File: config.mk
export PLATFORM = sky130hd
export DESIGN_NAME = timer_pool_with_slot_allocation
export DESIGN_NICKNAME = d
export VERILOG_FILES = /design/src/design/tpsa_pkg.sv /design/src/design/tpsa_alu.sv /design/src/design/timer_pool_with_slot_allocation.sv
export SDC_FILE = /design/constraint.sdc
export NUM_CORES = 1
export LEC_CHECK = 0
export BUFFER_PORTS_ARGS = -buffer_cell sky130_fd_sc_hd__buf_2
export CORE_MARGIN = 1
export CORE_UTILIZATION = 60
export CTS_CLUSTER_DIAMETER = 50
export CTS_CLUSTER_SIZE = 40
export DETAILED_ROUTE_END_ITERATION = 7
export HOLD_SLACK_MARGIN = 0.12
export PLACE_DENSITY = 0.85
export SLEW_MARGIN = 25
export SYNTH_ARGS = -nofsm -noshare
export SYNTH_HDL_FRONTEND = slang
export SYNTH_HIERARCHICAL = 1
export SYNTH_SLANG_ARGS = --single-unit
File: constraint.sdc
create_clock -name clk_i -period 11.8 [get_ports clk_i]
set_input_delay 0 -clock clk_i [delete_from_list [all_inputs] [get_ports clk_i]]
set_output_delay 0 -clock clk_i [all_outputs]
set_load 0.03 [all_outputs]
File: src/design/tpsa_pkg.sv
package tpsa_pkg;

  typedef enum logic [2:0] {
    OP_START    = 3'd0,
    OP_RESTART  = 3'd1,
    OP_STOP     = 3'd2,
    OP_SHUTDOWN = 3'd3,
    OP_TICK     = 3'd4,
    OP_QUERY    = 3'd5
  } op_e;

  typedef enum logic [2:0] {
    EV_ACK       = 3'd0,
    EV_START     = 3'd1,
    EV_STOP      = 3'd2,
    EV_ERROR     = 3'd3,
    EV_TICK_DONE = 3'd4
  } event_e;

  typedef enum logic {
    ALU_ADD = 1'b0,
    ALU_LT  = 1'b1
  } alu_mode_e;

  localparam int unsigned TimeW = 32;
  localparam int unsigned DurW  = 24;
  localparam int unsigned IdW   = 5;

endpackage

File: src/design/tpsa_alu.sv
module tpsa_alu
  import tpsa_pkg::*;
(
  input  logic [TimeW-1:0] a_i,
  input  logic [TimeW-1:0] b_i,
  input  alu_mode_e        mode_i,
  output logic [TimeW-1:0] sum_o,
  output logic             lt_o
);

  logic [TimeW-1:0] b_op;
  logic [TimeW:0]   res;

  // compare as a + ~b + 1, no carry out means a < b
  assign b_op  = (mode_i == ALU_LT) ? ~b_i : b_i;
  assign res   = {1'b0, a_i} + {1'b0, b_op} + (TimeW + 1)'(mode_i == ALU_LT);
  assign sum_o = res[TimeW-1:0];
  assign lt_o  = ~res[TimeW];

endmodule

File: src/design/timer_pool_with_slot_allocation.sv
// channel   | direction | tdata (low bit up)                          | tuser     | tlast
// s_axis    | in        | slot[4:0] duration[28:5] repeat_req[29]     | op[2:0]   | -
// m_axis    | out       | slot_id[4:0] ok[5] active[6] free_count[11:7] | event_res | last
//
// restart, stop, shutdown, query and bad ops go from S_EXEC straight to the result beat.
// start searches one slot a cycle to the lowest free slot, or all when full, plus the beat.
// tick: steps the clock in the shared adder, reads and compares each slot's deadline in it,
// then an event pass sends a beat per expired or active repeating slot and a last beat.
// reset clears the clock, active and repeat flags; deadlines hold garbage until written.
// one item at a time: s_axis_tready_o is low until the last result beat is taken.
module timer_pool_with_slot_allocation
  import tpsa_pkg::*;
#(
  parameter int unsigned NUM_SLOTS = 16
) (
  input  logic        clk_i,
  input  logic        rst_ni,
  input  logic        s_axis_tvalid_i,
  output logic        s_axis_tready_o,
  input  logic [31:0] s_axis_tdata_i,  // slot, duration, repeat_req
  input  logic [2:0]  s_axis_tuser_i,  // op
  output logic        m_axis_tvalid_o,
  input  logic        m_axis_tready_i,
  output logic [15:0] m_axis_tdata_o,  // slot_id, ok, active, free_count
  output logic [2:0]  m_axis_tuser_o,  // event_res
  output logic        m_axis_tlast_o   // last
);

  localparam int unsigned IdxW = (NUM_SLOTS > 1) ? $clog2(NUM_SLOTS) : 1;
  localparam int unsigned CntW = $clog2(NUM_SLOTS + 1);
  localparam logic [IdW-1:0] NoneId = IdW'(NUM_SLOTS);
  localparam logic [CntW-1:0] LastIdx = CntW'(NUM_SLOTS - 1);
  localparam logic [CntW-1:0] EndIdx = CntW'(NUM_SLOTS);

  typedef enum logic [6:0] {
    S_IDLE     = 7'b0000001,
    S_EXEC     = 7'b0000010,
    S_FIND     = 7'b0000100,
    S_SCAN_RD  = 7'b0001000,
    S_SCAN_CMP = 7'b0010000,
    S_EMIT     = 7'b0100000,
    S_OUT      = 7'b1000000
  } state_e;

  state_e                state_q, state_d;
  logic [2:0]            op_q, op_d;
  logic [IdW-1:0]        slot_q, slot_d;
  logic [DurW-1:0]       dur_q, dur_d;
  logic                  req_rep_q, req_rep_d;
  logic [CntW-1:0]       idx_q, idx_d;
  logic [CntW-1:0]       free_q, free_d;
  logic [TimeW-1:0]      now_q, now_d;
  logic [NUM_SLOTS-1:0]  active_q, active_d;
  logic [NUM_SLOTS-1:0]  rpt_q, rpt_d;
  logic [NUM_SLOTS-1:0]  exp_q, exp_d;
  logic [2:0]            ev_q, ev_d;
  logic [IdW-1:0]        sid_q, sid_d;
  logic                  ok_q, ok_d;
  logic                  act_q, act_d;
  logic                  last_q, last_d;

  logic [TimeW-1:0]      deadline_mem [NUM_SLOTS];
  logic [TimeW-1:0]      rd_q;
  logic                  mem_we;
  logic [IdxW-1:0]       mem_waddr;

  logic [TimeW-1:0]      alu_a, alu_b, alu_sum;
  alu_mode_e             alu_mode;
  logic                  alu_lt;

  logic [IdxW-1:0]       fidx, sidx;
  logic                  slot_ok;
  logic                  in_fire;

  assign fidx    = idx_q[IdxW-1:0];
  assign sidx    = IdxW'(slot_q);
  assign slot_ok = (32'(slot_q) < NUM_SLOTS);
  assign in_fire = s_axis_tvalid_i && s_axis_tready_o;

  tpsa_alu u_alu (
    .a_i    (alu_a),
    .b_i    (alu_b),
    .mode_i (alu_mode),
    .sum_o  (alu_sum),
    .lt_o   (alu_lt)
  );

  always_comb begin
    state_d   = state_q;
    op_d      = op_q;
    slot_d    = slot_q;
    dur_d     = dur_q;
    req_rep_d = req_rep_q;
    idx_d     = idx_q;
    free_d    = free_q;
    now_d     = now_q;
    active_d  = active_q;
    rpt_d     = rpt_q;
    exp_d     = exp_q;
    ev_d      = ev_q;
    sid_d     = sid_q;
    ok_d      = ok_q;
    act_d     = act_q;
    last_d    = last_q;
    mem_we    = 1'b0;
    mem_waddr = fidx;
    alu_a     = now_q;
    alu_b     = TimeW'(dur_q);
    alu_mode  = ALU_ADD;

    case (state_q)
      S_IDLE: begin
        if (in_fire) begin
          op_d      = s_axis_tuser_i;
          slot_d    = s_axis_tdata_i[4:0];
          dur_d     = s_axis_tdata_i[28:5];
          req_rep_d = s_axis_tdata_i[29];
          state_d   = S_EXEC;
        end
      end
      S_EXEC: begin
        ev_d    = EV_ERROR;
        sid_d   = NoneId;
        ok_d    = 1'b0;
        act_d   = 1'b0;
        last_d  = 1'b1;
        state_d = S_OUT;
        case (op_q)
          OP_START: begin
            idx_d   = '0;
            state_d = S_FIND;
          end
          OP_RESTART: begin
            if (slot_ok) begin
              mem_we         = 1'b1;
              mem_waddr      = sidx;
              active_d[sidx] = 1'b1;
              if (!active_q[sidx]) begin
                free_d = free_q - 1'b1;
              end
              ev_d  = EV_ACK;
              sid_d = slot_q;
              ok_d  = 1'b1;
            end
          end
          OP_STOP, OP_SHUTDOWN: begin
            if (slot_ok) begin
              active_d[sidx] = 1'b0;
              if (active_q[sidx]) begin
                free_d = free_q + 1'b1;
              end
              ev_d  = (op_q == OP_STOP) ? EV_STOP : EV_ACK;
              sid_d = slot_q;
              ok_d  = 1'b1;
            end
          end
          OP_QUERY: begin
            if (slot_ok) begin
              ev_d  = EV_ACK;
              sid_d = slot_q;
              ok_d  = 1'b1;
              act_d = active_q[sidx];
            end
          end
          OP_TICK: begin
            alu_b   = TimeW'(1);
            now_d   = alu_sum;
            idx_d   = '0;
            exp_d   = '0;
            state_d = S_SCAN_RD;
          end
          default: begin
            state_d = S_OUT;
          end
        endcase
      end
      S_FIND: begin
        if (!active_q[fidx]) begin
          mem_we         = 1'b1;
          active_d[fidx] = 1'b1;
          rpt_d[fidx]    = req_rep_q;
          free_d         = free_q - 1'b1;
          ev_d           = EV_START;
          sid_d          = IdW'(idx_q);
          ok_d           = 1'b1;
          act_d          = 1'b0;
          last_d         = 1'b1;
          state_d        = S_OUT;
        end else if (idx_q == LastIdx) begin
          ev_d    = EV_ERROR;
          sid_d   = NoneId;
          ok_d    = 1'b0;
          act_d   = 1'b0;
          last_d  = 1'b1;
          state_d = S_OUT;
        end else begin
          idx_d = idx_q + 1'b1;
        end
      end
      S_SCAN_RD: begin
        state_d = S_SCAN_CMP;
      end
      S_SCAN_CMP: begin
        alu_a    = rd_q;
        alu_b    = now_q;
        alu_mode = ALU_LT;
        if (active_q[fidx] && alu_lt) begin
          active_d[fidx] = 1'b0;
          exp_d[fidx]    = 1'b1;
          free_d         = free_q + 1'b1;
        end
        if (idx_q == LastIdx) begin
          idx_d   = '0;
          state_d = S_EMIT;
        end else begin
          idx_d   = idx_q + 1'b1;
          state_d = S_SCAN_RD;
        end
      end
      S_EMIT: begin
        ok_d  = 1'b1;
        act_d = 1'b0;
        if (idx_q == EndIdx) begin
          ev_d    = EV_TICK_DONE;
          sid_d   = NoneId;
          last_d  = 1'b1;
          state_d = S_OUT;
        end else if (exp_q[fidx]) begin
          ev_d    = EV_STOP;
          sid_d   = IdW'(idx_q);
          last_d  = 1'b0;
          state_d = S_OUT;
        end else if (active_q[fidx] && rpt_q[fidx]) begin
          ev_d    = EV_START;
          sid_d   = IdW'(idx_q);
          last_d  = 1'b0;
          state_d = S_OUT;
        end else begin
          idx_d = idx_q + 1'b1;
        end
      end
      S_OUT: begin
        if (m_axis_tready_i) begin
          if (last_q) begin
            state_d = S_IDLE;
          end else begin
            idx_d   = idx_q + 1'b1;
            state_d = S_EMIT;
          end
        end
      end
      default: begin
        state_d = S_IDLE;
      end
    endcase
  end

  always_ff @(posedge clk_i or negedge rst_ni) begin
    if (!rst_ni) begin
      state_q  <= S_IDLE;
      idx_q    <= '0;
      free_q   <= CntW'(NUM_SLOTS);
      now_q    <= '0;
      active_q <= '0;
      rpt_q    <= '0;
      exp_q    <= '0;
      last_q   <= 1'b0;
    end else begin
      state_q  <= state_d;
      idx_q    <= idx_d;
      free_q   <= free_d;
      now_q    <= now_d;
      active_q <= active_d;
      rpt_q    <= rpt_d;
      exp_q    <= exp_d;
      last_q   <= last_d;
    end
  end

  always_ff @(posedge clk_i) begin
    op_q      <= op_d;
    slot_q    <= slot_d;
    dur_q     <= dur_d;
    req_rep_q <= req_rep_d;
    ev_q      <= ev_d;
    sid_q     <= sid_d;
    ok_q      <= ok_d;
    act_q     <= act_d;
  end

  // deadline store, registered read port follows the scan index
  always_ff @(posedge clk_i) begin
    if (mem_we) begin
      deadline_mem[mem_waddr] <= alu_sum;
    end
    rd_q <= deadline_mem[fidx];
  end

  assign s_axis_tready_o = (state_q == S_IDLE);
  assign m_axis_tvalid_o = (state_q == S_OUT);
  assign m_axis_tuser_o  = ev_q;
  assign m_axis_tlast_o  = last_q;
  assign m_axis_tdata_o  = {4'b0, IdW'(free_q), act_q, ok_q, sid_q};

endmodule
Word-level counts from Yosys, hierarchy flattened
Memories as Yosys holds them, arrays and structs flattened. A register that Yosys moved wholly into a read port is not among the register bits.
Cells that the tools add are included.
{ "word_totals": {"reg_bits": 141, "ram_bits": 512, "inputBits": 39, "output_inout_bits": 22, "wordCells": 191, "mem_count": 1} }
{ "classes": {"add_sub_neg": 5, "n_lt_le_gt_ge": 5, "n_eq_ne": 33, "n_mux": 97, "n_bitwise": 10, "reduce_logical": 24} }
{ "mem_list": {"columns": ["memory", "words", "width", "rd", "rd_ports_with_merged_regs", "wr", "line_no", "text"], "rows": [
  ["deadline_mem", 16, 32, 1, 1, 1, "timer_pool_with_slot_allocation.sv:62", "logic [TimeW-1:0] deadline_mem [NUM_SLOTS];"]
]} }
{ "ops": {"columns": ["op", "count"], "rows": [
  ["2-to-1 mux 5 bit", 22],
  ["2-to-1 mux 16 bit", 6],
  ["2-to-1 mux 32 bit", 2],
  ["case mux 16 bit (2 select lines)", 2],
  ["case mux 32 bit (2 select lines)", 1],
  ["2-to-1 mux 7 bit", 7],
  ["case mux 7 bit (7 select lines)", 1],
  ["OR 16 bit", 3],
  ["case mux 16 bit (3 select lines)", 1],
  ["adder 32 x 32 -> 33 bit", 1],
  ["adder 33 x 1 -> 33 bit", 1],
  ["AND 16 bit", 2],
  ["NOT 16 bit", 2],
  ["NOT 32 bit", 1],
  ["case mux 5 bit (3 select lines)", 2],
  ["case mux 5 bit (5 select lines)", 1],
  ["2-to-1 mux 24 bit", 1],
  ["2-to-1 mux 1 bit", 23],
  ["!= test 2 bit (second input constant)", 9],
  ["binary-select mux 1 bit (select 4 bit)", 4],
  ["bitwise mux 16 bit", 1],
  ["2-to-1 mux 3 bit", 5],
  ["!= test 3 bit (second input constant)", 5],
  ["case mux 7 bit (2 select lines)", 1],
  ["other kinds (43)", 70]
]} }

Depth between registers and ports, before layout
Gate-level depths: netlist of the first run.
{ "logic_depth": {"word_depth": 11, "depth_mapped": 22, "ltp_nobuf": 18} }

Cells and area by module
The synthesis of the first run kept the hierarchy.
{ "by_module_without_submodules": {"columns": ["mod", "instances", "cells_per_inst", "area_per_inst_um2", "seq_area_each_um2"], "rows": [
  ["timer_pool_with_slot_allocation", 1, 1569, 27522.6, 19761.5],
  ["tpsa_alu", 1, 305, 2168.3, 0.0]
]} }

Worst setup path before layout of the first run
No wires, ideal clock.
{ "synth_path": {"path_kind": "register -> register", "from": "reg state_q[1]", "to": "reg exp_q[12]", "setup_time_ns": 0.072, "arrival_ns": 5.071, "required_ns": 11.728, "setup_slack_ns": 6.656, "path_stages_with_launch": 22, "path_buffers": 6, "period_less_slack_ns": 5.144, "path_cell_list": "dfrtp_1 nor3_1 nand3_1 inv_1 clkbuf_1 clkbuf_1 buf_2 buf_1 xor2_1 ha_1 buf_2 a21oi_1 o21ai_1 a221o_1 a21o_1 a31o_2 a221oi_1 nand2_1 o21ai_1 clkbuf_1 a31oi_1 nor2_1"} }
{ "synth_between": {"word_cells_on_any_way": 16, "classes_between": "add/sub: 2; eq/ne: 4; mux: 5; bitwise: 2; reduce/logical: 3"} }
{ "synth_lines": {"columns": ["item", "line_no", "text"], "rows": [
  ["from (decl)", "timer_pool_with_slot_allocation.sv:45", "state_e state_q, state_d;"],
  ["from (signal assigned)", "timer_pool_with_slot_allocation.sv:269", "state_q <= state_d;"],
  ["equality test 7 x 5 -> 1 bit (*)", "timer_pool_with_slot_allocation.sv:111", "case (state_q)"],
  ["2-to-1 mux 1 bit (*)", "timer_pool_with_slot_allocation.sv:111", null],
  ["named net alu_mode", "timer_pool_with_slot_allocation.sv:68", "alu_mode_e alu_mode;"],
  ["2-to-1 mux 32 bit", "tpsa_alu.sv:15", "assign b_op = (mode_i == ALU_LT) ? ~b_i : b_i;"],
  ["adder 32 x 32 -> 33 bit", "tpsa_alu.sv:16", "assign res = {1'b0, a_i} + {1'b0, b_op} + (TimeW + 1)'(mode_i == ALU_LT);"],
  ["adder 33 x 1 -> 33 bit (*)", "tpsa_alu.sv:16", null],
  ["NOT 1 bit (*)", "tpsa_alu.sv:18", "assign lt_o = ~res[TimeW];"],
  ["named net alu_lt", "timer_pool_with_slot_allocation.sv:69", "logic alu_lt;"],
  ["logical AND 1 bit (*)", "timer_pool_with_slot_allocation.sv:207", "if (active_q[fidx] && alu_lt) begin"],
  ["!= test 2 bit (no source line) (*)", null, null],
  ["AND reduction 3 bit (no source line) (*)", null, null],
  ["to (signal assigned)", "timer_pool_with_slot_allocation.sv:275", "exp_q <= exp_d;"],
  ["to (decl)", "timer_pool_with_slot_allocation.sv:55", "logic [NUM_SLOTS-1:0] exp_q, exp_d;"]
]} }
Mark *: on every way through the listed nets, which the timed path passes. The rest lies on a longest branch.
A chain may end at the register's enable or synchronous reset.

==> results of run 1 <==
-- cells in the mapped netlist (all sizes together) (14+ instances only) --
master  instances
edfxtp        555
nand3          18
dfxtp          32
xnor2          18
mux4          176
dfrtp          96
nor3           14
nor2b          16
ha             41
and2           14
nor2           83
mux2           20
nand2         269
a21oi          95
o21ai          36
a31oi          38
a22o           27
clkbuf         68
inv            19
buf            48
xor2           50
-- cell families (layout without fill, tap and decap cells) --
logic type,count (synthesis),after routing,share of synthesized area
AOI/OAI and AO/OA,260,260,0.0602
and+or+nand+nor,476,476,0.0709
muxes,207,207,0.146
adders and majority gates,42,42,0.0180
other,1,4,0.000126
buffers and inverters,135,276,0.0194
DFF,685,685,0.666
xor gates and xnor gates,68,68,0.0201
-- repair_timing --
action                                  CTS  global route
hold buffers                             73             0
endpoints found under the setup margin    0             0
hold endpoints to repair                116             0
setup buffers                             0             0
-- state kept, by name, indices dropped and copies added (netlist names), 5 cells and up, named ones only --
| signal | flops |
|---|---|
| deadline_mem | 512 |
| dur_q | 24 |
| exp_q | 16 |
| free_q | 5 |
| idx_q | 5 |
| now_q | 32 |
| rd_q | 32 |
| rpt_q | 16 |
| sid_q | 5 |
| slot_q | 5 |
| state_q | 7 |
-- worst paths after layout --
path | start | endpoint | depth (start not counted)
worst max-delay path | state_q[1] | flop | 19
worst min-delay path | s_axis_tvalid_i | state_q[1] | 3
worst max register to register | state_q[1] | flop | 19
worst min register to register | rpt_q[4] | rpt_q[4] | 1
max in group asynchronous | rst_ni | idx_q[0] | 4
min in group asynchronous | rst_ni | rpt_q[12] | 4
-- layer usage --
metal	GRT usage	vias up
met5	0	-
met4	0.0987	0
met3	0.0472	161
met2	0.472	1054
met1	0.404	8948
li1	-	7442
-- tightest hold or removal path, stage by stage --
cell,delay (ns)
dlygate4sd3_1,0.52
buf_2,0.13
and2_1,0.12
-- placed cells by master (no fill, tap or decap), types with 17 or more instances in the layout --
master         count
a21oi_1           88
a22o_1            27
a31oi_1           32
buf_2             53
buf_4             31
clkbuf_16         53
dfrtp_1           92
dfxtp_1           32
dlygate4sd3_1     72
edfxtp_1         555
ha_1              41
inv_1             18
mux4_2           176
nand2_1          268
nor2_1            65
nor2_4            17
o21ai_1           19
xor2_1            38
-- area by class of cell --
cell class / instances / area [um2] / share of cell area
Sequential cell: 685 / 19800 / 0.587
Multi-Input combinational cell: 1057 / 9720 / 0.289
Clock buffer: 55 / 1330 / 0.0396
Timing Repair Buffer: 157 / 1250 / 0.0370
Tap cell: 664 / 831 / 0.0247
Clock inverter: 45 / 692 / 0.0206
Inverter: 19 / 73.8 / 0.00219
-- power breakdown --
part	leakage, nW	internal, mW	total (mW)	switching [mW]
Sequential	6.86	3.32	3.51	0.188
Combinational	4.43	0.894	2.38	1.49
Clock	0.961	0.952	2.00	1.05
Total	12.2	5.16	7.89	2.73
-- per-stage QoR --
step	util	instances	total power [mW]	worst slack, ns
3_3_place_gp	0.628	2509	5.68	5.25
6_report	0.689	2682	7.89	4.95
4_1_cts	0.685	2682	7.83	5.03
3_5_place_dp	0.629	2509	5.82	5.06
2_1_floorplan	-	1877	5.16	6.66
5_1_grt	0.689	2682	8.20	4.67
==> reports/metrics.cfg, run 1 <==
[routing]
route.layer.met1.wl_mm=27.2
top_layer_used=met4
wl_met2_mm=35.2
met3WireLength_mm=6.67
drc=0
num_vias=17600
drt_iter0_markers=2272
drt_wl_total_mm=71.3
avgViaCountPerCell=6.56
drtAntennaViolNets=0
dr.pass1.iters=5
avgRoutedWirePerCell_um=26.6

[yosys]
ys_top_cells_by_area=edfxtp_1 (56%), mux4_2 (13%), dfrtp_1 (8.1%)
yosys.area.top_type=edfxtp_1
synthCells=1874
async_reset_ff_frac=0.143
yosysWarnings=6
netlist.area_leader.share=0.561
syn_avg_cell_area_um2=15.8
synth_edf_count=555
synth_seq_cells=685
synth.distinct_cells=88
ys_seq_area_frac=0.666
synth_area_um2=29700
synth_ff_type=edfxtp_1

[sta]
setup-tns-final_ns=0
skew_ns=0.0403
fmax_ghz=0.146
rsz0062_at_grt=false
maxSlewHeadroom=0.258
final_max_slew_viol_count=0
min_period_ns=6.85
tightest_slew_ns=1.11
setup_viol=0
finalHoldViolations=0
post-route-period-util=0.581
hold_ws_ns=0.171

[flow_run]
maxCapViolCount=0

[finish]
num-nets-final=2054
nFillCells=3083
num_antenna_cells=0
drive_above_1_share=0.224
area_delta_synth_final_pct=13.4
final_cell_area_um2=33700

[clock_tree]
clk_path_buf_depth=3
cts-resized-gates=0
clock_latency_ns=0.65
clock_sinks=685
cts_tree=done
cts-root-buf=clkbuf_16
numCtsBuffers=53
clk_pin_slew_ns=0.08
h-tree-depth=2

[critical_path]
max_stage_delay_ns=0.67
cp_max_fo=62
crit_chain=nor3_1 -> nand3_2 -> buf_4 -> inv_4 -> buf_4 -> nor3_1 -> nor2_1 -> mux2i_4 -> fa_1 -> nand2b_1 -> a21oi_1 -> o2111ai_1 -> nand3_1 -> a31o_2 -> a221oi_1 -> o22a_1 -> o211a_4 -> and2_4 -> a31oi_2
critPathLaunchType=flop
critPathSlowestCell=buf_4
end_kind=flop
path_class=reg2reg
worstPathRequired_ns=12.29
crit_buf_inv=3
arrival_ns=7.34
path_delay_family=compound AO/OA/AOI/OAI gates
rrSetupSlack_ns=4.95

[floorplan]
rows=81
io_pins=61
die_x_um=224
die_h_um=224
initial_core_util=0.608
core_area_um2=48800
dieArea_um2=50400

[placement]
dp_hpwl_mm=38.6
gp_congestion=0.927
placed_cell_area_um2=30700
port_buffers=54

[grt]
grt_pass1_wl_mm=108
grt_pass1_vias=17800
grt_max_degree=73
grt_antenna_before_repair=0
gr-total-overflow=0
grt_use_total=0.290

[power]
peakVddDrop_mv=0.192
powerDensity_nw_per_um2=234
cellLeakagePower_nw=12.2

[status]
status=complete, no violations

[worst_hold_path]
min_path_type=in2reg

Power figures use the tool's default switching activity.
==> inputs of run 2 (changes only) <==
--- a/config.mk
+++ b/config.mk
@@ -7,12 +7,12 @@
 export LEC_CHECK = 0
 export BUFFER_PORTS_ARGS = -buffer_cell sky130_fd_sc_hd__buf_2
 export CORE_MARGIN = 1
-export CORE_UTILIZATION = 60
+export CORE_UTILIZATION = 57
 export CTS_CLUSTER_DIAMETER = 50
 export CTS_CLUSTER_SIZE = 40
 export DETAILED_ROUTE_END_ITERATION = 7
 export HOLD_SLACK_MARGIN = 0.12
-export PLACE_DENSITY = 0.85
+export PLACE_DENSITY = 0.84
 export SLEW_MARGIN = 25
 export SYNTH_ARGS = -nofsm -noshare
 export SYNTH_HDL_FRONTEND = slang
==> constraint.sdc (replaced) <==
create_clock -name clk_i -period 5.85 [get_ports clk_i]
set_input_delay 0 -clock clk_i [delete_from_list [all_inputs] [get_ports clk_i]]
set_output_delay 0 -clock clk_i [all_outputs]
set_load 0.03 [all_outputs]
==> run 2 against run 1 <==
Combinational power increased by 110%. Critical path type unchanged. Cell area increased by 0.58%. Via count rose by 0.40%. Highest routed layer unchanged. Clock power increased by 110%. Flip-flop and latch count is the same.
==> reports/metrics.cfg, run 2 (synthesized netlist as in run 1, its figures left out) <==
[routing]
avgRoutedWirePerCell_um=26.7
drt_wl_total_mm=72.6
drtAntennaViolNets=0
dr.pass1.iters=6
avgViaCountPerCell=6.49
drc=0
num_vias=17700
drt_iter0_markers=2483

[critical_path]
crit_chain=or4_1 -> nor2_1 -> and3_2 -> nor3_1 -> nor2_1 -> mux2i_4 -> fa_1 -> nand2b_1 -> a21oi_1 -> o2111ai_1 -> nand3_1 -> a31o_2 -> a221oi_1 -> buf_4 -> o22a_1 -> o211ai_2 -> nor2_1 -> a31oi_1
crit_buf_inv=1
reg2reg_depth=18
critPathLaunchType=flop
rrSetupSlack_ns=0.40
max_stage_delay_ns=0.71
cp_max_fo=9
end_kind=flop
path_class=reg2reg
r2r-start=state_q[4]
arrival_ns=5.93
path_delay_family=simple AND/OR/NAND/NOR gates
critPathSlowestCell=or4_1
crit_start=state_q[4]
cpMostUsedCell=nor2_1
worstPathRequired_ns=6.34

[floorplan]
rows=83
die_h_um=230
io_pins=61
dieArea_um2=53000
core_area_um2=51400
initial_core_util=0.578
die_x_um=230

[finish]
num_antenna_cells=0
num-nets-final=2078
mostFrequentLayoutCell=edfxtp_1
stdcell_count=2723
regMostFlops=deadline_mem
final_core_util=0.659
reg.largest.list=deadline_mem: 512 flops, now_q: 32 flops, rd_q: 32 flops
largest_reg_flops=512
area_delta_synth_final_pct=14.1
mostFrequentLayoutCells=edfxtp_1 (555), nand2_1 (268), mux4_2 (176)
drive_above_1_share=0.229

[sta]
fmax_ghz=0.184
setup-tns-final_ns=0
tightest_slew_ns=1.08
final_max_slew_viol_count=0
setup_viol=0
post-route-period-util=0.931
min_period_ns=5.45
finalHoldViolations=0
rsz0062_at_grt=false
maxSlewHeadroom=0.278
hold_ws_ns=0.211
skew_ns=0.0608

[worst_hold_path]
hp-start=s_axis_tvalid_i
hold_depth=3
min_path_type=in2reg
hold-path-endpoint=state_q[1]

[clock_tree]
numCtsBuffers=55
clk_pin_slew_ns=0.07
clk_path_buf_depth=3
h-tree-depth=2
cts-resized-gates=0
cts-root-buf=clkbuf_16
cts_tree=done
clock_latency_ns=0.67
clock_sinks=685

[power]
cellLeakagePower_nw=12.4
peakVddDrop_mv=0.421
internal_power_mw=10.6
powerDensity_nw_per_um2=476
p_total_mw=16.1
swShare=0.344
sequentialPowerShare=0.436
p_sw_mw=5.55
combPwrFrac=0.303
p_clk_frac=0.261

[grt]
grt_antenna_before_repair=0
gr-total-overflow=0
grt_use_total=0.280
grt_max_degree=67
grt_pass1_vias=17700
grt_pass1_wl_mm=110

[placement]
port_buffers=54
gp_congestion=0.944
dp_hpwl_mm=40.7
dp.cells=2546

[flow_run]
maxCapViolCount=0

[status]
status=complete, no violations

[run 2: layer usage]
layer / global-route usage / vias up / routed length [um] / part of all wire
met1: 0.384 / 9059 / 28000 / 0.39
met3: 0.0379 / 162 / 5670 / 0.078
li1: - / 7495 / - / -
met2: 0.470 / 960 / 36700 / 0.51
met4: 0.0888 / 0 / 2190 / 0.030
met5: 0 / - / 0 / 0
[run 2: stage by stage]
stage | instance area [um2] | setup slack (ns)
2_1_floorplan | 29700 | 0.706
3_3_place_gp | 30900 | 0.465
3_5_place_dp | 30900 | 0.372
4_1_cts | 33800 | 0.290
5_1_grt | 33900 | 0.117
6_report | 33900 | 0.405
[run 2: power groups by stage]
stage | combinational, mW | clock, mW | sequential [mW]
2_1_floorplan | 3.41 | 0 | 6.99
3_3_place_gp | 4.47 | 0 | 7.12
3_5_place_dp | 4.68 | 0 | 7.13
4_1_cts | 4.77 | 4.24 | 7.03
5_1_grt | 5.27 | 4.42 | 7.07
6_report | 4.89 | 4.21 | 7.03
[run 2: worst min-delay path, stage by stage]
cell	delay (ns)
dlygate4sd3_1	0.55
buf_2	0.13
and2_1	0.12
[run 2: layout make-up]
cell class | instances | area (um2)
Timing Repair Buffer | 179 | 1420
Sequential cell | 685 | 19800
Multi-Input combinational cell | 1057 | 9630
Clock inverter | 46 | 707
Tap cell | 680 | 851
Clock buffer | 57 | 1420
Fill cell | 3399 | 17500
Inverter | 19 | 73.8
[run 2: what timing repair did]
action | CTS | global route
hold buffers | 73 | 0
hold endpoints to repair | 87 | 0
setup buffers | 0 | 0
setup endpoints to repair | 0 | 0
[run 2: worst max path at each step]
stage | end | slack [ns] | depth (start not counted)
after floorplan | exp_q[12] | 0.71 | 21
after global placement | flop | 0.46 | 18
after detailed placement | deadline_mem[10][22] | 0.37 | 14
after CTS | deadline_mem[10][22] | 0.29 | 14
after global routing | deadline_mem[8][26] | 0.12 | 14
final | flop | 0.40 | 18
